===== src/hdl/hcbp_ram.sv =====
module hcbp_ram #(
  parameter int WIDTH = 8,
  parameter int DEPTH = 256
) (
  input  logic                     clk,
  input  logic                     we,
  input  logic [$clog2(DEPTH)-1:0] waddr,
  input  logic [WIDTH-1:0]         wdata,
  input  logic                     re,
  input  logic [$clog2(DEPTH)-1:0] raddr,
  output logic [WIDTH-1:0]         rdata
);

  logic [WIDTH-1:0] mem [DEPTH];

  // Single write port, registered read port.
  always_ff @(posedge clk) begin
    if (we) begin
      mem[waddr] <= wdata;
    end
    if (re) begin
      rdata <= mem[raddr];
    end
  end

endmodule


===== config.mk =====
export PLATFORM = sky130hd
export DESIGN_NAME = hcbp_ram
export DESIGN_NICKNAME = d
export VERILOG_FILES = /design/src/hdl/hcbp_ram.sv
export SDC_FILE = /design/constraint.sdc
export NUM_CORES = 2
export LEC_CHECK = 0
export BUFFER_PORTS_ARGS = -buffer_cell sky130_fd_sc_hd__buf_4
export CORE_MARGIN = 4
export CORE_UTILIZATION = 56
export CTS_CLUSTER_DIAMETER = 30
export DETAILED_ROUTE_END_ITERATION = 10
export PLACE_DENSITY_LB_ADDON = 0.05
export SETUP_SLACK_MARGIN = 0.4
export SKIP_CTS_REPAIR_TIMING = 1
export SLEW_MARGIN = 20
export SYNTH_ARGS = -nofsm -noshare
export SYNTH_HDL_FRONTEND = slang
export SYNTH_SLANG_ARGS = --single-unit

===== constraint.sdc =====
create_clock -name clk -period 3.3 [get_ports clk]
set_input_delay 0.66 -clock clk [delete_from_list [all_inputs] [get_ports clk]]
set_output_delay 0.66 -clock clk [all_outputs]
set_load 0.005 [all_outputs]

# After elaboration in Yosys (flattened, before gate mapping)
# Memories as Yosys holds them, arrays and structs flattened. A register that Yosys moved wholly into a read port is not among the register bits.
# Index checks and enable logic that the tools add are counted.
# W data, S select, Z words.
# word_totals
regBits	0
mem_bits_rw	2048
mem_count	1
# mem_list
name	depth	word_bits	read_ports	rd_clocked_by_memory_dff	wr	line_no	source
mem	256	8	1	1	1	14	logic [WIDTH-1:0] mem [DEPTH];
# classes
muxes	2
# ops
operator	count
$mux W1	2

# Logic depth before layout (Yosys ltp)
# logic_depth
depth_word	2
mapped_depth	11
ltp_nobuf	6

# Least setup slack after synthesis
# Ideal clock, no wire load.
# synth_path
path_kind	input port to flip-flop
from	in raddr[0]
to	reg rdata[2] (read register of mem) (data pin)
setup_ps	269
arrival_time_ps	2467
path_slack_ps	564
path_stages	9
cell_sequence	buf_6 > buf_12 > buf_8 > buf_2 > mux4_2 > a22oi_1 > a21oi_1 > nor4_1 > nor4_2
# synth_rtl
element	line_no	source
start: declaration	10	input logic [$clog2(DEPTH)-1:0] raddr,
end: declaration	11	output logic [WIDTH-1:0] rdata

==> impl_metrics.ini <==
[cts]
cts.clk_slew.worst_paths_ps = 50
clock_sinks = 2056
tritoncts = yes
clockBufferDepth = 4
cts_root_buf = clkbuf_16
h-tree-depth = 5
cts_made_buffers = 401
worstSkewPairLatency_ps = 930

[detailed_routing]
viasPerCell = 6.38
drt_wl_total_um = 216000
wl_per_cell_um = 32.0
vias = 42945
ant_nets = 0
drc = 0
first_pass_iters = 6
drtIter0Drc = 5192

[grt]
antenna_found_initial = 8
grt_pass1_wl_um = 312000
first_global_vias = 43692
grt_overflow_total = 0
grt_max_degree = 102
track_usage_pct = 29.7

[yosys]
yosysSeqAreaShare_pct = 77.5
synth_fp_nets = 3760
async_flop_share_pct = 0
ys_types = 54
synth_area_sq_mm = 0.0796
ys_warn_count = 0
synth_cells = 3733
synth_ff_type = edfxtp_1
syn_area_per_cell_sq_um = 21.3
synth_seq_cells = 2056
synth_edf_count = 2056

[sta]
skew_ps = 36.7
setup_viol = 0
slew_headroom_pct = 40.3
final_hold_viol_count = 0
worstMarginPinSlew_ps = 896
finalWorstSetupSlack_ps = 373
slew_violations = 0
finalCritPeriodShare_pct = 88.7
holdWs_ps = 109
max_freq_mhz = 342
rsz0062_at_grt = yes
period_minus_slack_ps = 2930

[floorplanning]
die_y_um = 385
pin_count = 35
die_w_um = 385
initial_utilization_pct = 56.3
core-area_sq_mm = 0.141
die_area_sq_mm = 0.148
rows = 138

[status]
status = finished clean

[layout]
finalNetCount = 4545
drive_gt1_share_pct = 36.5
multi_input_area_sq_mm = 0.0166
n_fill_cell = 8404
area.sequential_sq_mm = 0.0617
syn_to_final_growth_pct = 25.4

[hold_path]
hold_path_class = in -> reg

[flow_run]
cap_violations = 0

[placement]
port_buffers = 34
dpl.hpwl_um = 137000
gp_congestion = 0.877
dpl_worst_slack_ps = -983

[pwr]
cellPowerDensity_mw_per_mm2 = 724
leakagePower_nw = 33.3
irDropWorstVdd_v = 0.000552

[setup_path]
crit_arrival_ps = 3560
crit_path_frequent_cell = buf_12
worst_setup_path_end_kind = register
start_kind = primary input
critical-path-max-stage-delay_ps = 550
path_cells = buf_8 > buf_12 > buf_12 > buf_12 > buf_12 > buf_4 > mux2i_1 > o22ai_1 > o21ai_0 > nand3_1 > nor4_4 > nor4_1
required_ps = 3930
crit_slowest_cell = nor4_4
critPathMaxFanout = 22
critPathKind = in -> reg
## layout make-up
| class | instances | area share, % |
|---|---|---|
| antenna | 6 | 0.0150 |
| clock inverter | 289 | 3.30 |
| tap | 1890 | 2.37 |
| timing repair buffer | 615 | 5.57 |
| multi-input combinational | 1442 | 16.6 |
| inverter | 2 | 0.00752 |
| clock buffer | 433 | 10.3 |
| sequential | 2056 | 61.8 |
## synth_stat cells, types with 2 or more instances
library cell,count,share of area (%)
o221ai_1,46,0.51
nand2b_1,8,0.063
buf_2,31,0.19
or2_2,4,0.031
a31oi_1,2,0.016
mux4_2,454,13
a22oi_1,133,1.3
and2_1,6,0.047
buf_12,8,0.20
nand4_1,10,0.079
nor4_2,3,0.047
nor2_1,282,1.3
edfxtp_1,2056,78
buf_8,13,0.25
mux2i_1,134,1.7
nor2b_1,31,0.24
o21ai_0,10,0.063
o22ai_1,28,0.22
o22a_1,5,0.055
nand2_1,33,0.16
o32ai_1,4,0.044
a21oi_1,96,0.60
a211oi_1,16,0.15
buf_4,27,0.25
a311oi_1,2,0.022
a2111oi_1,2,0.025
a22o_1,8,0.088
clkbuf_1,111,0.52
o211ai_1,10,0.094
nor4_1,24,0.19
buf_6,21,0.30
nand3_1,34,0.21
a2111oi_0,2,0.022
nand3b_1,2,0.019
o21ai_1,2,0.013
mux4_1,2,0.066
and3b_1,2,0.022
buf_1,22,0.10
a221oi_1,13,0.14
nor3_1,22,0.14
## worst paths after layout
path	from	endpoint	slack, ps	cells past startpoint
max	raddr[0]	rdata[1]$_DFFE_PP_	370	12
min	re	rdata[6]$_DFFE_PP_	110	1
min reg2reg	mem[40][3]$_DFFE_PP_	rdata[3]$_DFFE_PP_	990	6
max reg2reg	mem[69][4]$_DFFE_PP_	rdata[4]$_DFFE_PP_	530	6
## report_power, final
part | internal [mW] | switching (mW) | total (mW)
registers | 28.9 | 0.0479 | 28.9
logic | 1.17 | 1.86 | 3.02
clock network | 27.0 | 13.4 | 40.4
## metal layers
metal / part of all wire (%) / vias to the layer above / routed length [um] / global-route usage (%)
li1: - / 17481 / - / -
met1: 39 / 22679 / 84100 / 42.8
met2: 48 / 2406 / 103000 / 45.8
met3: 10 / 379 / 21600 / 6.73
met4: 3.1 / 0 / 6750 / 10.0
met5: 0 / - / 0 / 0
## placed cells by master, fill, tap and decap left out, drive strengths merged, types with 2 or more instances in the layout
| cell type | instances |
|---|---|
| a311oi | 2 |
| a211oi | 16 |
| nand3 | 34 |
| mux2i | 134 |
| o22ai | 28 |
| a221oi | 14 |
| mux4 | 456 |
| a22oi | 133 |
| o22a | 5 |
| clkinv | 138 |
| o32ai | 5 |
| a31oi | 2 |
| nand2b | 8 |
| edfxtp | 2056 |
| nor2 | 282 |
| o21ai | 12 |
| nand2 | 33 |
| and2 | 6 |
| nor2b | 31 |
| inv | 51 |
| clkinvlp | 45 |
| o221ai | 47 |
| nor3 | 22 |
| nand4 | 10 |
| diode | 6 |
| and3b | 2 |
| a22o | 8 |
| nor4 | 27 |
| o211ai | 10 |
| or2 | 4 |
| clkbuf | 441 |
| a2111oi | 5 |
| nand3b | 2 |
| a21oi | 96 |
| buf | 606 |
| bufinv | 57 |
## registers in the layout (all words and copies together) (netlist names)
name   flops
rdata      8
mem     2048
## critical path, delay by kind of cell
kind / cells / cell delay, ps
AND/OR/NAND/NOR: 3 / 1000
AO/OA/AOI/OAI: 2 / 450
buffers and inverters: 6 / 1160
multiplexers: 1 / 230
## per-stage QoR
stage | total power, mW | cell area, sq um | cells | TNS, ps | util (%)
final | 72.3 | 99800 | 6733 | 0 | 70.6
after global routing | 74.3 | 99800 | 6727 | 0 | 70.6
after CTS | 72.7 | 99700 | 6726 | -31.6 | 70.5
after detailed placement | 32.4 | 86100 | 6004 | -4880 | 60.9
after global placement | 32.3 | 86100 | 6004 | -5130 | 60.9
after floorplan | 30.8 | 79600 | 3733 | 0 | -
## cells by family after synthesis
| family | after synthesis | share of synthesized area, % |
|---|---|---|
| buffers and inverters | 235 | 1.83 |
| DFF | 2056 | 77.5 |
| and+or+nand+nor | 466 | 2.63 |
| muxes | 591 | 14.6 |
| AOI/OAI and AO/OA | 385 | 3.42 |
Note: power is estimated with default switching activity, not from simulation.
