## config.mk

```make
export PLATFORM = sky130hd
export DESIGN_NAME = hcbp_emit
export DESIGN_NICKNAME = d
export VERILOG_FILES = /design/src/hdl/hcbp_pkg.sv /design/src/hdl/hcbp_emit.sv
export SDC_FILE = /design/constraint.sdc
export NUM_CORES = 1
export LEC_CHECK = 0
export BUFFER_PORTS_ARGS = -buffer_cell sky130_fd_sc_hd__buf_2
export CAP_MARGIN = 15
export CORE_ASPECT_RATIO = 0.75
export CORE_MARGIN = 5
export CORE_UTILIZATION = 53
export CTS_CLUSTER_SIZE = 30
export DETAILED_ROUTE_END_ITERATION = 10
export GPL_ROUTABILITY_DRIVEN = 0
export PLACE_DENSITY = 0.84
export SLEW_MARGIN = 10
export SYNTH_ARGS = -nofsm -noshare
export SYNTH_HDL_FRONTEND = slang
export SYNTH_SLANG_ARGS = --single-unit
```

## constraint.sdc

```tcl
create_clock -name clk -period 4.67 [get_ports clk]
set_input_delay 1.1675 -clock clk [delete_from_list [all_inputs] [get_ports clk]]
set_output_delay 1.1675 -clock clk [all_outputs]
set_load 0.05 [all_outputs]
```

## src/hdl/hcbp_pkg.sv

```systemverilog
package hcbp_pkg;

  // Code table geometry and limits.
  localparam int MAX_CODE_LEN  = 32;
  localparam int ALPHABET_SIZE = 256;
  localparam int LEN_CAP       = (MAX_CODE_LEN < 32) ? MAX_CODE_LEN : 32;
  localparam int SYM_W         = 8;
  localparam int BITS_W        = 32;
  localparam int LEN_W         = 6;
  localparam int TABLE_DEPTH   = 256;
  localparam int ENTRY_W       = BITS_W + LEN_W;
  localparam int PEND_W        = 7;
  localparam int CNT_W         = 3;
  localparam int STREAM_W      = BITS_W + PEND_W;

  // Item kinds carried on the input tuser.
  localparam logic [1:0] KIND_LOAD   = 2'd0;
  localparam logic [1:0] KIND_ENCODE = 2'd1;
  localparam logic [1:0] KIND_FLUSH  = 2'd2;

  // One code table entry.
  typedef struct packed {
    logic [LEN_W-1:0]  len;
    logic [BITS_W-1:0] bits;
  } entry_t;

  // Group of results handed from the packer to the output stage.
  typedef struct packed {
    logic [2:0]        count;
    logic [BITS_W-1:0] bytes;
    logic              byte_valid;
    logic [2:0]        pad;
  } burst_t;

  // Keeps the low len bits of a code.
  function automatic logic [BITS_W-1:0] low_mask(input logic [LEN_W-1:0] len);
    logic [BITS_W:0] m;
    m = ({{BITS_W{1'b0}}, 1'b1} << len) - {{BITS_W{1'b0}}, 1'b1};
    return m[BITS_W-1:0];
  endfunction

endpackage

```

## src/hdl/hcbp_emit.sv

```systemverilog
module hcbp_emit (
  input  logic             clk,
  input  logic             rst,
  input  logic             burst_load,
  input  hcbp_pkg::burst_t burst,
  output logic             emit_free,
  output logic             m_axis_tvalid,
  input  logic             m_axis_tready,
  output logic [15:0]      m_axis_tdata,
  output logic             m_axis_tuser,
  output logic             m_axis_tlast
);

  logic [2:0]                  cnt;
  logic [hcbp_pkg::BITS_W-1:0] bytes;
  logic                        byte_valid;
  logic [2:0]                  pad;
  logic                        take;

  assign take          = m_axis_tvalid && m_axis_tready;
  assign emit_free     = (cnt == 3'd0) || ((cnt == 3'd1) && m_axis_tready);
  assign m_axis_tvalid = (cnt != 3'd0);
  assign m_axis_tdata  = {5'd0, pad, bytes[31:24]};
  assign m_axis_tuser  = byte_valid;
  assign m_axis_tlast  = (cnt == 3'd1);

  // Remaining beat count of the current group.
  always_ff @(posedge clk) begin
    if (rst) begin
      cnt <= '0;
    end else if (burst_load) begin
      cnt <= burst.count;
    end else if (take) begin
      cnt <= cnt - 3'd1;
    end
  end

  // Result bytes, the next one on top.
  always_ff @(posedge clk) begin
    if (burst_load) begin
      bytes      <= burst.bytes;
      byte_valid <= burst.byte_valid;
      pad        <= burst.pad;
    end else if (take) begin
      bytes <= bytes << 8;
    end
  end

`ifndef SYNTH
  // A new group only arrives once the previous one is leaving.
  assert property (@(posedge clk) disable iff (rst)
    burst_load |-> ((cnt == 3'd0) || (cnt == 3'd1 && take)))
    else $error("result group overwritten");

  // The group never holds more than four beats.
  assert property (@(posedge clk) disable iff (rst)
    cnt <= 3'd4)
    else $error("beat count out of range");
`endif

endmodule

```

**Word-level counts from Yosys, hierarchy flattened**

Index checks and enable logic that the tools add are counted.

- Bits in registers: 39
- Input port bits: 43
- Output and inout port bits: 20
- Logic and storage cells: 16

- Add/sub/neg operators: 1
- Equal/unequal tests: 1
- Multiplexer cells: 4
- Reductions and logical operators: 6

Operators with widths:

| cell | count |
|---|---|
| $mux 32 | 2 |
| $mux 3 | 2 |
| $eq 3x1->1 const B | 1 |
| $logic_not 3->1 | 1 |
| $reduce_bool 3->1 | 1 |
| $sub 3x1->3 const B | 1 |
| $logic_and 1x1->1 | 2 |
| $reduce_bool 2->1 | 1 |
| $logic_or 1x1->1 | 1 |

**Depth between registers and ports, before layout**

Gate-level depths: netlist (run 1).

- Word-level depth: 4
- Depth in mapped cells: 6
- Mapped depth without buffers: 5

**Worst setup path after synthesis (run 1)**

No wires, ideal clock.

- Path type: input port to output port
- Start: input port m_axis_tready
- End: output port emit_free
- Arrival time: 1.549 ns
- Required time: 3.503 ns
- Slack: 1.953 ns
- Cell stages on the path: 2
- Buffers on the path: 0
- Cells stage by stage: nand2_1 -> nand2_1

- Longest elaborated chain between the ends: 2

RTL lines:

| item | line | text |
|---|---|---|
| start: declaration | hcbp_emit.sv:8 | `input logic m_axis_tready,` |
| $logic_and 1x1->1 | hcbp_emit.sv:21 | `assign emit_free = (cnt == 3'd0) \|\| ((cnt == 3'd1) && m_axis_tready);` |
| $logic_or 1x1->1 | hcbp_emit.sv:21 |  |
| end: declaration | hcbp_emit.sv:6 | `output logic emit_free,` |

No other way between the ends.

**Final worst setup path (run 1)**

Ends and elaborated chain as after synthesis.

==> results of run 1 <==
-- final cells by class --
cell class                 instances  area [um^2]  area share (%)
clock buffer                       6         72.6            3.49
clock inverter                     2         7.51           0.361
inverter                           3         11.3           0.542
multi-input combinational         57          510            24.6
sequential                        39         1140            54.9
tap                               40         50.0            2.41
timing repair buffer              57          285            13.7
-- kinds of logic after synthesis --
| family | after synthesis |
|---|---|
| AND/OR/NAND/NOR | 17 |
| other | 1 |
| adder cells (fa/ha/maj) | 3 |
| flip-flops | 39 |
| buffers and inverters | 21 |
| AO/OA/AOI/OAI | 8 |
| multiplexers | 24 |
-- per-layer routing --
metal,up-vias,GRT usage (%)
li1,494,-
met1,457,14.0
met2,47,21.8
met3,6,5.87
met4,0,4.49
met5,-,0
-- synth_stat cells (3+ instances only) --
| cell type | n | share of area (%) |
|---|---|---|
| edfxtp_1 | 36 | 61 |
| mux2_2 | 24 | 15 |
| buf_4 | 13 | 5.5 |
| and2_1 | 8 | 2.8 |
| buf_2 | 4 | 1.1 |
| dfxtp_1 | 3 | 3.4 |
| ha_1 | 3 | 2.1 |
| inv_1 | 3 | 0.63 |
| nand2_1 | 3 | 0.63 |
-- per-stage QoR --
| stage | utilization, % | cells | cell area [um^2] | power (uW) | hold WS (ns) |
|---|---|---|---|---|---|
| floorplan | - | 117 | 1790 | 571 | 0.478 |
| global placement | 61.2 | 196 | 2000 | 590 | 0.495 |
| detailed placement | 61.2 | 196 | 2000 | 597 | 0.508 |
| CTS | 63.6 | 204 | 2080 | 799 | 0.528 |
| global route | 63.6 | 204 | 2080 | 821 | 0.543 |
| finish | 63.6 | 204 | 2080 | 792 | 0.527 |
-- how the worst max path moves through the flow --
stage	start	end	slack, ns	cells after the start
floorplan	m_axis_tready	emit_free	1.95	2
global placement	m_axis_tready	emit_free	1.83	4
detailed placement	m_axis_tready	emit_free	1.81	4
CTS	m_axis_tready	emit_free	1.81	4
global route	m_axis_tready	emit_free	1.78	4
finish	m_axis_tready	emit_free	1.80	4
-- critical path, stage by stage --
cell and delay [ns]:
buf_2 0.15, nand2_1 0.07, nand2_1 0.07, buf_2 0.26
-- state kept, by name, summed over array words and instances, names as in the netlist --
register	cells
bytes	32
cnt	3
pad	3
m_axis_tuser	1
-- power groups by stage --
stage / clock network, uW / logic (uW) / registers [uW]
after global routing: 219 / 163 / 439
after CTS: 208 / 154 / 436
after detailed placement: 0 / 154 / 444
after global placement: 0 / 149 / 441
final: 202 / 154 / 436
after floorplan: 0 / 120 / 450
==> summary.md, run 1 <==
| Metric | Value |
|---|---|
| Status | completed |
| Initial Util | 54.4% |
| Post-Syn Area | 1780 um^2 |
| Number of global-route vias before repair | 1073 |
| FF-to-FF End | bytes[24] |
| Iter 0 DRT Violations | 36 |
| Sw frac | 26.8% |
| Critical Path Source Type | input pin |
| Commonest non-fill, non-tap cell in the layout | buf_2 |
| Fraction of the mapped netlist area in adder cells | 2.11% |
| Relative max-transition margin | 44.6% |
| Skew-Pair Late Insertion Delay | 0.27 ns |
| Final ANT Viol Nets | 0 |
| Clock Power Share | 25.5% |
| Place WS | 1.81 ns |
| DRT Pass-1 Iters | 4 |
| Clk pin slew, worst setup/hold paths | 0.07 ns |
| Post-Synth XOR/XNOR Area | 0% |
| Sink Count | 39 |
| HP Class | register to register |
| Cells after Synth | 113 |
| First-pass GRT wire length | 4.50 mm |
| GRT Total Usage | 12.6% |
| Remaining Overflow, GRT | 0 |
| Leak | 0.000871 uW |
| WHS Path Cells | 2 |
| Post-synthesis mux area share | 15.2% |
| Final worst slack | 1.80 ns |
| Met2 routed WL | 1.31 mm |
| Worst r2r src | cnt[0] |
| Width of the die | 76.9 um |
| N_diodes | 0 |
| Slew @ Worst Pin | 0.831 ns |
| CTS tree | built |
| Detailed Place HPWL | 2.09 mm |
| Synth Area in Compound Gates | 4.23% |
| Area of the die | 4620 um^2 |
| Sum Neg Setup Slack | 0 ns |
| Hold Startpoint | cnt[1] |
| Worst VDD drop | 0.000208 V |
| Antenna violations before repair | 0 |
| Max-Cap Viols | 0 |
| Ys flop type | edfxtp_1 |
| Synth Warn # | 0 |
| Critical path peak fanout | 8 |
| Post-layout min period | 2.87 ns |
| Commonest non-fill, non-tap cells in the layout | buf_2 (57), edfxtp_1 (36), mux2_2 (24) |
| Fmax | 348 MHz |
| Layout Skew | 0.00191 ns |
| Net count, final | 209 |
| Num CTS Buffers | 5 |
| Final hold violation count | 0 |
| Worst Path Required | 3.50 ns |
| Kind of end point of the critical path | output pin |
| WS Path Type | input pin to output pin |
| Root Driver | clkbuf_8 |
| Post-cts sizing count | 0 |
| Comb pwr share | 19.4% |
| Die Y | 60.1 um |
| Post-synth cell types | 25 |
| Hold buffer count at CTS | 0 |
| Core area | 3270 um^2 |
| Met3 wire length | 285 um |
| Clk buf depth | 2 |
| RSZ-0062 raised after global routing | false |
| Via Count | 1004 |
| Synth Area in Simple Gates | 6.13% |
| CP Data Arrival Time | 1.71 ns |
| WL final | 2.83 mm |
| Boundary pin count | 63 |
| Yosys reg bits | 39 |
| Routed wire length per instance | 13.9 um |
| PD cells | 381 nW/um^2 |
| Largest net degree at the start of global routing | 45 |
| Sequential share of power | 55.1% |
| Routed vias/inst | 4.92 |
| R2R depth | 4 |
| Final setup viols | 0 |
| Async SR Flop Fraction | 0% |
| Input/output buffers | 57 |
| Period utilization | 61.6% |
| Post-CTS setup-driven buffer insertion count | 0 |
| EDFF count, synth | 36 |
| Mean post-synth cell area | 15.7 um^2 |
| Pint | 579 uW |
| Layout cell share with drive strength beyond 1 | 55.5% |
| Htree depth | 2 |
| Final Slew Violations | 0 |
| Top Metal Used | met4 |
| # fillers | 256 |
| Reg2Reg Setup Slack | 2.86 ns |
| Seq/Total Area, Yosys | 64.2% |
| Sw Pwr | 212 uW |
| Area growth syn-to-layout | 17.0% |
| # rows | 18 |
| Met1 wire length | 1.19 mm |
| Worst hold path endpoint | cnt[1] |
| # DRC | 0 |
| Main combinational cell family by area after synthesis | multiplexers |
Power figures use the tool's default switching activity.
==> inputs of run 2 (changes only) <==
CORE_UTILIZATION = 44   (was 53)
PLACE_DENSITY = 0.75   (was 0.84)
clock period = 2.3 ns   (was 4.67 ns; I/O delays follow)
==> run 2 against run 1 <==
Against the previous run: setup slack got worse by 1.5 ns; sequential share of layout area fell by 1.3 points; clock-buffer cell count did not move; non-clock buffer count rose by 2; register-to-register slack got worse by 2.2 ns; die area rose by 17%; core utilization fell by 10 points; worst hold slack got worse by 0.054 ns; combinational power rose by 110%; wire length rose by 4.8%; critical path type is now register to output pin.
==> summary.md, run 2 (synthesis gave the netlist of run 1 again) <==
| Metric | Value |
|---|---|
| CP Data Arrival Time | 1.39 ns (-0.32 ns) |
| Iter 0 DRT Violations | 54 (+50%) |
| WHS | 0.472 ns (-0.0544 ns) |
| Final setup viols | 0 (unchanged) |
| Area of the die | 5420 um^2 (+17%) |
| Core area | 3980 um^2 (+22%) |
| Leak | 0.000886 uW (+1.7%) |
| # rows | 20 (+2) |
| Critical path peak fanout | 7 (-1) |
| PD cells | 765 nW/um^2 (+100%) |
| Net count, final | 211 (+0.96%) |
| Post-CTS setup-driven buffer insertion count | 0 (unchanged) |
| Slowest cell on crit path | dfxtp_1 |
| GRT Total Usage | 11.9% (-0.73 points) |
| Worst VDD drop | 0.000397 V (+91%) |
| Sink Count | 39 (unchanged) |
| Final ANT Viol Nets | 0 (unchanged) |
| Num CTS Buffers | 5 (unchanged) |
| DRT Pass-1 Iters | 4 (unchanged) |
| Root Driver | clkbuf_8 |
| Worst r2r src | cnt[0] |
| Routed vias/inst | 4.51 (-8.3%) |
| Final hold violation count | 0 (unchanged) |
| Final Slew Violations | 0 (unchanged) |
| Post-cts sizing count | 0 (unchanged) |
| Status | completed |
| Die Y | 65.0 um (+8.1%) |
| Clk buf depth | 2 (unchanged) |
| Clk pin slew, worst setup/hold paths | 0.07 ns (about the same) |
| Number of flip-flops in the largest register | 32 (unchanged) |
| Period utilization | 85.2% |
| Largest net degree at the start of global routing | 33 (-27%) |
| Via Count | 997 (-0.70%) |
| Area growth syn-to-layout | 19.9% |
| Antenna violations before repair | 0 (unchanged) |
| Critical Path Source Type | register |
| CP delay by family, top | flip-flops |
| Input/output buffers | 57 (unchanged) |
| Initial Util | 44.7% (-9.8 points) |
| Biggest register | bytes |
| Cell Chain, Critical Path | inv_1 -> ha_1 -> nand2b_4 -> buf_2 |
| WL final | 2.97 mm (+4.8%) |
| Kind of end point of the critical path | output pin |
| Final Power | 1630 uW (+110%) |
| Sum Neg Setup Slack | 0 ns (unchanged) |
| Htree depth | 2 (unchanged) |
| WS Path Type | register to output pin |
| Remaining Overflow, GRT | 0 (unchanged) |
| Fmax | 510 MHz |
| Layout cell share with drive strength beyond 1 | 57.2% (+1.7 points) |
| Max-Cap Viols | 0 (unchanged) |
| Hold Startpoint | burst[2] |
| CP max stage delay | 0.39 ns (+0.13 ns) |
| N_diodes | 0 (unchanged) |
| Routed wire length per instance | 13.4 um (-3.3%) |
| # DRC | 0 (unchanged) |
| Worst Path Required | 1.73 ns (-1.77 ns) |
| CP Launch Point | cnt[0] |
| CTS tree | built |
| Number of global-route vias before repair | 1104 (+2.9%) |
| Commonest non-fill, non-tap cells in the layout | buf_2 (57), edfxtp_1 (36), mux2_2 (24) |
| Hold buffer count at CTS | 0 (unchanged) |
| Skew-Pair Late Insertion Delay | 0.28 ns (about the same) |
| Layout Skew | 0.00606 ns (+0.00415 ns) |
| HP Class | input pin to register |
| Boundary pin count | 63 (unchanged) |
| Commonest non-fill, non-tap cell in the layout | buf_2 |
| Detailed Place HPWL | 2.21 mm (+5.9%) |
| First-pass GRT wire length | 4.97 mm (+11%) |
| RSZ-0062 raised after global routing | false |
| Width of the die | 83.4 um (+8.5%) |
| Post-layout min period | 1.96 ns |
| CP bufs+invs | 2 (unchanged) |
| Biggest registers after layout | bytes x32, cnt x3, pad x3 |
==> run 2: cell types whose count changed in the layout (fill, tap and decap cells not counted), sizes merged <==
cell | before | now
clkinv | 2 | 1
clkinvlp | 0 | 1
buf | 57 | 59
==> run 2: cell type report <==
type / instances / area, um^2
Fill cell: 347 / 1850
Sequential cell: 39 / 1140
Multi-Input combinational cell: 57 / 510
Timing Repair Buffer: 59 / 313
Clock buffer: 6 / 72.6
Tap cell: 55 / 68.8
Clock inverter: 2 / 12.5
Inverter: 3 / 11.3
==> run 2: power breakdown <==
part	leakage (uW)	total, uW	internal, uW	switching [uW]
logic	0.000454	318	110	208
clock network	0.0000412	427	211	215
registers	0.000390	884	865	19.3
total	0.000886	1630	1190	443
==> run 2: worst paths after layout <==
check | end | slack, ns | cells past startpoint
setup / recovery | m_axis_tvalid | 0.34 | 4
hold / removal | pad[2] | 0.47 | 1
setup reg to reg | bytes[17] | 0.65 | 5
hold reg to reg | cnt[1] | 0.53 | 2
==> run 2: per-layer routing <==
metal | part of all wire, % | vias up | wire [um] | GRT usage [%]
met5 | 0 | - | 0 | 0
met1 | 39 | 456 | 1150 | 12.6
met2 | 53 | 39 | 1580 | 21.4
li1 | - | 500 | - | -
met3 | 7.5 | 2 | 223 | 4.32
met4 | 0.40 | 0 | 12 | 5.51
==> run 2: metrics by stage <==
stage               util, %  instances  worst slack (ns)  instance area, um^2
detailed placement     51.4        213             0.569                 2040
global placement       51.4        213             0.617                 2040
finish                 53.5        221             0.339                 2130
CTS                    53.5        221             0.326                 2130
floorplan                 -        117             0.495                 1790
global route           53.5        221             0.253                 2130
