### src/hdl/hcbp_pkg.sv
package hcbp_pkg;

  // Code table geometry and limits.
  localparam int MAX_CODE_LEN  = 32;
  localparam int ALPHABET_SIZE = 256;
  localparam int LEN_CAP       = (MAX_CODE_LEN < 32) ? MAX_CODE_LEN : 32;
  localparam int SYM_W         = 8;
  localparam int BITS_W        = 32;
  localparam int LEN_W         = 6;
  localparam int TABLE_DEPTH   = 256;
  localparam int ENTRY_W       = BITS_W + LEN_W;
  localparam int PEND_W        = 7;
  localparam int CNT_W         = 3;
  localparam int STREAM_W      = BITS_W + PEND_W;

  // Item kinds carried on the input tuser.
  localparam logic [1:0] KIND_LOAD   = 2'd0;
  localparam logic [1:0] KIND_ENCODE = 2'd1;
  localparam logic [1:0] KIND_FLUSH  = 2'd2;

  // One code table entry.
  typedef struct packed {
    logic [LEN_W-1:0]  len;
    logic [BITS_W-1:0] bits;
  } entry_t;

  // Group of results handed from the packer to the output stage.
  typedef struct packed {
    logic [2:0]        count;
    logic [BITS_W-1:0] bytes;
    logic              byte_valid;
    logic [2:0]        pad;
  } burst_t;

  // Keeps the low len bits of a code.
  function automatic logic [BITS_W-1:0] low_mask(input logic [LEN_W-1:0] len);
    logic [BITS_W:0] m;
    m = ({{BITS_W{1'b0}}, 1'b1} << len) - {{BITS_W{1'b0}}, 1'b1};
    return m[BITS_W-1:0];
  endfunction

endpackage

### src/hdl/hcbp_pack.sv
module hcbp_pack (
  input  logic                clk,
  input  logic                rst,
  input  logic                item_valid,
  input  logic [1:0]          item_kind,
  input  hcbp_pkg::entry_t    entry,
  input  logic                emit_free,
  output logic                item_done,
  output logic                burst_load,
  output hcbp_pkg::burst_t    burst
);

  // Pending bits are held left aligned: the oldest bit sits in the top bit.
  logic [hcbp_pkg::PEND_W-1:0]   pend;
  logic [hcbp_pkg::PEND_W-1:0]   pend_next;
  logic [hcbp_pkg::CNT_W-1:0]    pend_cnt;
  logic [hcbp_pkg::CNT_W-1:0]    pend_cnt_next;
  logic [hcbp_pkg::BITS_W-1:0]   code_left;
  logic [hcbp_pkg::STREAM_W-1:0] stream;
  logic [hcbp_pkg::LEN_W-1:0]    total;
  logic [2:0]                    nbytes;
  logic                          is_encode;
  logic                          is_flush;
  logic                          has_result;

  assign is_encode = item_valid && (item_kind == hcbp_pkg::KIND_ENCODE);
  assign is_flush  = item_valid && (item_kind == hcbp_pkg::KIND_FLUSH);

  // Left align the code and merge it behind the pending bits.
  always_comb begin
    code_left = entry.bits << (hcbp_pkg::LEN_W'(hcbp_pkg::BITS_W) - entry.len);
    stream    = {pend, {hcbp_pkg::BITS_W{1'b0}}}
              | ({code_left, {hcbp_pkg::PEND_W{1'b0}}} >> pend_cnt);
    total     = hcbp_pkg::LEN_W'(pend_cnt) + entry.len;
    nbytes    = total[5:3];
  end

  // Bits left over after the completed bytes.
  always_comb begin
    case (nbytes)
      3'd0:    pend_next = stream[38:32];
      3'd1:    pend_next = stream[30:24];
      3'd2:    pend_next = stream[22:16];
      3'd3:    pend_next = stream[14:8];
      3'd4:    pend_next = stream[6:0];
      default: pend_next = '0;
    endcase
    pend_cnt_next = total[2:0];
  end

  // Build the result group for this item.
  always_comb begin
    burst = '0;
    if (is_flush) begin
      burst.count      = 3'd1;
      burst.bytes      = {pend, 1'b0, 24'd0};
      burst.byte_valid = (pend_cnt != '0);
      burst.pad        = 3'd0 - pend_cnt;
    end else if (is_encode) begin
      burst.count      = nbytes;
      burst.bytes      = stream[38:7];
      burst.byte_valid = 1'b1;
    end
  end

  assign has_result = (burst.count != 3'd0);
  assign item_done  = item_valid && (!has_result || emit_free);
  assign burst_load = item_done && has_result;

  // Bit accumulator.
  always_ff @(posedge clk) begin
    if (rst) begin
      pend     <= '0;
      pend_cnt <= '0;
    end else if (item_done && is_flush) begin
      pend     <= '0;
      pend_cnt <= '0;
    end else if (item_done && is_encode) begin
      pend     <= pend_next;
      pend_cnt <= pend_cnt_next;
    end
  end

`ifndef SYNTH
  // An encode never completes more than four bytes.
  assert property (@(posedge clk) disable iff (rst)
    is_encode |-> (nbytes <= 3'd4))
    else $error("encode completed more than four bytes");

  // A finished flush leaves nothing pending.
  assert property (@(posedge clk) disable iff (rst)
    (item_done && is_flush) |=> (pend_cnt == '0 && pend == '0))
    else $error("accumulator not cleared by flush");

  // Bits below the pending count stay zero.
  assert property (@(posedge clk) disable iff (rst)
    ((pend << pend_cnt) == '0))
    else $error("stray bits in accumulator");
`endif

endmodule

### config.mk
export PLATFORM = sky130hd
export DESIGN_NAME = hcbp_pack
export DESIGN_NICKNAME = d
export VERILOG_FILES = /design/src/hdl/hcbp_pkg.sv /design/src/hdl/hcbp_pack.sv
export SDC_FILE = /design/constraint.sdc
export NUM_CORES = 1
export LEC_CHECK = 0
export BUFFER_PORTS_ARGS = -buffer_cell sky130_fd_sc_hd__buf_2
export CAP_MARGIN = 30
export CORE_MARGIN = 5
export CORE_UTILIZATION = 30
export CTS_CLUSTER_DIAMETER = 100
export CTS_CLUSTER_SIZE = 8
export DETAILED_ROUTE_END_ITERATION = 12
export HOLD_SLACK_MARGIN = 0.05
export PLACE_DENSITY_LB_ADDON = 0.3
export SLEW_MARGIN = 20
export SYNTH_ARGS = -nofsm -noshare
export SYNTH_HDL_FRONTEND = slang
export SYNTH_SLANG_ARGS = --single-unit
### constraint.sdc
create_clock -name clk -period 8.7 [get_ports clk]
set_input_delay 0.435 -clock clk [delete_from_list [all_inputs] [get_ports clk]]
set_output_delay 0.435 -clock clk [all_outputs]
set_load 0.02 [all_outputs]
# Word-level counts from Yosys, hierarchy flattened
# Index checks and enable logic that the tools add are counted.
dict set report word_totals {
  ff_bits 10
  latchBits 0
  mem_bits_rw 0
  romBits 0
  output_inout_bits 41
  elab_cells 30
  mem_count 0
}
dict set report op_classes {
  n_addsub 3
  n_mul 0
  div_mod_pow 0
  n_lt_le_gt_ge 0
  n_eq_ne 6
  n_shift 2
  mux 4
  bitwise_logic 1
  n_reduce_logical 12
}
# op count
set ops {}
lappend ops {{$mux W36} 2}
lappend ops {{$or A39 B39 Y39} 1}
lappend ops {{$shr A39 B3 Y39} 1}
lappend ops {{$pmux W7 S5} 1}
lappend ops {{$shl A32 B6 Y32} 1}
lappend ops {{$add A3 B6 Y6} 1}
lappend ops {{$eq A3 B2 Y1 const B} 2}
lappend ops {{$logic_and A1 B1 Y1} 6}
lappend ops {{$reduce_bool A3 Y1} 2}
lappend ops {{$sub A6 B6 Y6 const A} 1}
lappend ops {{$eq A3 B1 Y1 const B} 1}
lappend ops {{$eq A3 B3 Y1 const B} 1}
lappend ops {{$logic_not A3 Y1} 1}
lappend ops {{$mux W3} 1}
lappend ops {{$sub A1 B3 Y3 const A} 1}
lappend ops {{$eq A2 B1 Y1 const B} 1}
lappend ops {{$eq A2 B2 Y1 const B} 1}
lappend ops {{$reduce_or A2 Y1} 1}
lappend ops {{$logic_not A1 Y1} 1}
lappend ops {{$logic_or A1 B1 Y1} 1}

# Logic depth before layout (Yosys ltp)
dict set report depth {
  ltp_word 12
  ltp_mapped 19
  mapped_depth_nobuf 12
}

# Worst setup path after synthesis
# Ideal clock, no wire load.
dict set report synth_path {
  path_type {input port to output port}
  from {in entry[32] in the netlist's numbering}
  to {out burst[30] in the netlist's numbering}
  arrival_ns 3.778
  required_time_ns 8.265
  path_slack_ns 4.487
  cell_stages 17
  n_path_buf 7
  cell_sequence {buf_6 buf_6 buf_6 buf_4 inv_1 ha_1 buf_2 buf_2 buf_1 mux4_2 mux2i_1 mux2_2 o32ai_4 o2bb2ai_1 a221oi_2 mux2i_1 o21ai_0}
}
# element line
set synth_lines {}
lappend synth_lines {{start, declared} hcbp_pack.sv:6} ;# input hcbp_pkg::entry_t entry,
lappend synth_lines {{end, declared} hcbp_pack.sv:10} ;# output hcbp_pkg::burst_t burst

==> report_table.html <==
<table>
<tr><th>Metric</th><th>Value</th></tr>
<tr><th colspan="2">Timing</th></tr>
<tr><td>Number of hold violations in the final report</td><td>0</td></tr>
<tr><td>Setup repair after global routing missed its margin</td><td>false</td></tr>
<tr><td>Final worst-path cycle share</td><td>60.7%</td></tr>
<tr><td>Clock tree skew after final layout</td><td>0.00161 ns</td></tr>
<tr><td>Number of slew-limit violations in the final report</td><td>0</td></tr>
<tr><td>Transition time at the pin with the least slew margin</td><td>0.931 ns</td></tr>
<tr><td>Post-route setup TNS</td><td>0 ns</td></tr>
<tr><td>Post-layout minimum cycle time</td><td>5.28 ns</td></tr>
<tr><td>Maximum frequency from static timing analysis</td><td>189 MHz</td></tr>
<tr><td>Slew HR</td><td>37.8%</td></tr>
<tr><td>Final setup violation count</td><td>0</td></tr>
<tr><th colspan="2">Clock network</th></tr>
<tr><td>Number of buffers inserted by post-CTS setup repair</td><td>0</td></tr>
<tr><td>Clock edge transition at the registers on the reported setup and hold paths</td><td>0.05 ns</td></tr>
<tr><td>CTS tree</td><td>done</td></tr>
<tr><td>Maximum buffer depth of the clock tree</td><td>2</td></tr>
<tr><td>Number of buffers inserted by hold repair at cts</td><td>0</td></tr>
<tr><td>CTS resizes</td><td>0</td></tr>
<tr><td>H-Tree Depth</td><td>1</td></tr>
<tr><td>Clock buffers created by TritonCTS</td><td>3</td></tr>
<tr><td>CTS root buffer</td><td>clkbuf_16</td></tr>
<tr><td>Clock sink total</td><td>10</td></tr>
<tr><td>Clock network latency to the later pin of the worst-skew pair</td><td>0.24 ns</td></tr>
<tr><th colspan="2">Synth</th></tr>
<tr><td>Synthesized instance count</td><td>639</td></tr>
<tr><td>Number of warning messages in the yosys log</td><td>0</td></tr>
<tr><td>Async set-reset flop share out of synthesis</td><td>0%</td></tr>
<tr><td>Cell with the most instances after synthesis</td><td>nor2_1</td></tr>
<tr><td>Number of storage elements in the synthesis netlist</td><td>10</td></tr>
<tr><td>Area contributors post-synth</td><td>mux4_2, mux2i_1, nor2_1, mux2_2, nand2_1</td></tr>
<tr><td>Proportion of netlist area held by the largest area contributor</td><td>15.2%</td></tr>
<tr><td>Net count after synthesis</td><td>690</td></tr>
<tr><td>Post-synth EDFFs</td><td>0</td></tr>
<tr><td>Commonest cells post-synth</td><td>nor2_1, nand2_1, mux2i_1, o21ai_0, a21oi_1</td></tr>
<tr><td>Seq/Total Area, Yosys</td><td>4.10%</td></tr>
<tr><td>Main flop type after synthesis</td><td>dfxtp_1</td></tr>
<tr><td>Syn Area/Cell</td><td>7.65 sq um</td></tr>
<tr><td>Dominant cell type by area after synthesis</td><td>mux4_2</td></tr>
<tr><td>Synth unique cells</td><td>94</td></tr>
<tr><td>Post-synthesis instance area</td><td>4890 sq um</td></tr>
<tr><th colspan="2">Critical path</th></tr>
<tr><td>Cell at the slowest stage of the critical path</td><td>ha_2</td></tr>
<tr><td>Max incr delay on CP</td><td>0.67 ns</td></tr>
<tr><td>Crit Path Category</td><td>primary input to output pin</td></tr>
<tr><td>Crit-path max FO</td><td>62</td></tr>
<tr><td>Logic depth of the worst register-to-register path</td><td>13</td></tr>
<tr><td>Reg2Reg Setup Slack</td><td>4.75 ns</td></tr>
<tr><td>Type of element capturing the critical path</td><td>output pin</td></tr>
<tr><td>Arrival time of data at the critical path endpoint</td><td>4.85 ns</td></tr>
<tr><td>Kind of launch point of the worst setup path</td><td>primary input</td></tr>
<tr><td>Most used cell along the critical path</td><td>buf_2</td></tr>
<tr><td>Endpoint of the lowest-slack register-to-register path</td><td>pend[6]</td></tr>
<tr><td>Crit path max-delay family</td><td>buffers and inverters</td></tr>
<tr><td>Launching point of the worst reg2reg path</td><td>pend_cnt[0]</td></tr>
<tr><td>Critical-path cell list</td><td>buf_2 &gt; buf_4 &gt; inv_1 &gt; ha_2 &gt; buf_12 &gt; nor3_1 &gt; mux2_2 &gt; nor4_2 &gt; a21oi_1 &gt; o21a_1 &gt; a221oi_2 &gt; mux2i_1 &gt; o21ai_0 &gt; buf_2</td></tr>
<tr><td>Worst path required time</td><td>8.27 ns</td></tr>
<tr><td>Number of buffer and inverter instances along the worst setup path</td><td>5</td></tr>
<tr><td>Total stage count of the critical path</td><td>14</td></tr>
<tr><th colspan="2">Final layout</th></tr>
<tr><td>Fill cell count</td><td>1724</td></tr>
<tr><td>Number of inserted diodes</td><td>0</td></tr>
<tr><td>Combined flip-flop and latch cell area</td><td>200 sq um</td></tr>
<tr><td>P&amp;R area growth vs syn</td><td>12.3%</td></tr>
<tr><td>Final nets</td><td>739</td></tr>
<tr><td>Share of layout cells above drive strength 1</td><td>26.6%</td></tr>
<tr><td>Total area of multi-input combinational cells</td><td>4350 sq um</td></tr>
<tr><th colspan="2">Drt</th></tr>
<tr><td>Post-DR wirelength/cell</td><td>20.0 um</td></tr>
<tr><td>DR iter-0 viols</td><td>688</td></tr>
<tr><td>Overall via count from detail_route</td><td>5454</td></tr>
<tr><td>Via-to-Cell Ratio</td><td>6.04</td></tr>
<tr><td>Residual DRC count</td><td>0</td></tr>
<tr><td>Routed wire length</td><td>18100 um</td></tr>
<tr><td>Count of antenna-violating nets left after detailed routing</td><td>0</td></tr>
<tr><td>1st-pass router iterations</td><td>5</td></tr>
<tr><th colspan="2">Flow run</th></tr>
<tr><td>Max-cap violation count</td><td>0</td></tr>
<tr><th colspan="2">Floorplanning</th></tr>
<tr><td>Total Die Area</td><td>18900 sq um</td></tr>
<tr><td>Die W</td><td>138 um</td></tr>
<tr><td>Top-Level Pins</td><td>85</td></tr>
<tr><td>Starting Density</td><td>30.7%</td></tr>
<tr><td># rows</td><td>46</td></tr>
<tr><td>Core area</td><td>15900 sq um</td></tr>
<tr><td>Floorplan die height</td><td>138 um</td></tr>
<tr><th colspan="2">Outcome</th></tr>
<tr><td>Run status</td><td>completed</td></tr>
<tr><th colspan="2">Hold path</th></tr>
<tr><td>Hold path startpoint</td><td>pend[0]</td></tr>
<tr><td>HP Class</td><td>flip-flop to flip-flop</td></tr>
<tr><td>Hold Crit Endpoint</td><td>pend[0]</td></tr>
<tr><td>Number of cells on the worst hold path</td><td>2</td></tr>
<tr><th colspan="2">Placement</th></tr>
<tr><td>Number of I/O port buffers</td><td>84</td></tr>
<tr><td>GPL Wtd Cong</td><td>0.937</td></tr>
<tr><td>HPWL after DPL</td><td>14300 um</td></tr>
<tr><th colspan="2">Global route</th></tr>
<tr><td>Pin count of the biggest net entering global routing</td><td>63</td></tr>
<tr><td>GRT overflow</td><td>0</td></tr>
<tr><td>Fraction of met3 tracks used by global routing</td><td>2.34%</td></tr>
<tr><td>GR met1 Demand/Resource</td><td>28.9%</td></tr>
<tr><td>Number of global-route vias before repair</td><td>4949</td></tr>
<tr><td>Number of antenna violations at the first check in global routing</td><td>0</td></tr>
<tr><td>Total Routing Usage GR</td><td>18.5%</td></tr>
<tr><td>Wire length of the first global-routing pass</td><td>28100 um</td></tr>
<tr><td>Highest-utilization routing layer at the global route stage</td><td>met1</td></tr>
<tr><td>GR met2 Demand/Resource</td><td>27.0%</td></tr>
<tr><th colspan="2">Power and ir drop</th></tr>
<tr><td>Static leakage</td><td>2.17 nW</td></tr>
<tr><td>Power density relative to cell area</td><td>90.2 nW/um^2</td></tr>
<tr><td>Total power</td><td>495 uW</td></tr>
<tr><td>Maximum ir drop on the vdd rail</td><td>0.0000757 V</td></tr>
</table>
worst reg2reg max path, delay by kind of cell, from the launching register on:
kind	cells	cell delay (ns)
and+or+nand+nor	5	1.52
DFF	1	0.30
muxes	1	0.17
buffers and inverters	2	0.37
AOI/OAI and AO/OA	3	0.82
adders and majority gates	2	0.66
routing by layer:
metal,vias to the layer above,share of wire [%]
li1,2584,-
met1,2534,47
met2,302,41
met3,34,9.4
met4,0,2.5
met5,-,0
power breakdown:
part           switching (mW)  internal (mW)
combinational           0.217          0.137
clock                  0.0255         0.0695
sequential           0.000292         0.0465
total                   0.242          0.253
cell usage in the layout, fill, tap and decap left out, types with 7 or more instances in the layout:
cell type,instances
buf_4,9
nor3b_1,8
nor2_1,73
mux2i_1,45
dfxtp_1,10
nand2_1,56
o22ai_1,14
o211ai_1,15
mux2_2,21
buf_2,84
inv_1,17
nand2b_1,9
a21oi_1,36
mux4_2,33
o31ai_1,7
nand3_1,13
and2_1,13
o21ai_0,39
nor3_1,19
cells by family after synthesis:
| group | after synthesis | share of synthesized area, % |
|---|---|---|
| AND/OR/NAND/NOR | 241 | 25.0 |
| multiplexers | 100 | 29.5 |
| adder cells (fa/ha/maj) | 7 | 1.95 |
| buffers and inverters | 70 | 7.04 |
| flip-flops | 10 | 4.10 |
| AO/OA/AOI/OAI | 205 | 30.8 |
| XOR/XNOR | 6 | 1.61 |
through the flow:
step	instances	hold WS (ns)	setup WS (ns)	util (%)	instance area (sq um)
final	903	0.494	3.42	34.4	5490
after global routing	903	0.517	3.09	34.4	5490
after CTS	902	0.498	3.45	34.4	5480
after detailed placement	898	0.491	3.44	33.8	5390
after global placement	897	0.486	3.08	33.7	5370
after floorplan	639	0.463	4.49	-	4890
registers in the layout, summed over array words and instances, names as in the netlist:
signal,cells
pend_cnt,3
pend,7
final cells by class:
| class | instances | area share (%) |
|---|---|---|
| clock buffer | 4 | 1.62 |
| inverter | 20 | 1.37 |
| multi-input combinational | 559 | 79.2 |
| sequential | 10 | 3.65 |
| tap | 216 | 4.92 |
| timing repair buffer | 94 | 9.25 |
how the worst max path moves through the flow:
| stage | startpoint | end |
|---|---|---|
| 6_report | entry[32] | burst[30] |
| 5_1_grt | entry[32] | burst[30] |
| 4_1_cts | entry[32] | burst[28] |
| 3_5_place_dp | entry[32] | burst[24] |
| 3_3_place_gp | entry[32] | burst[28] |
| 2_1_floorplan | entry[32] | burst[30] |
Note: power is estimated with default switching activity, not from simulation.
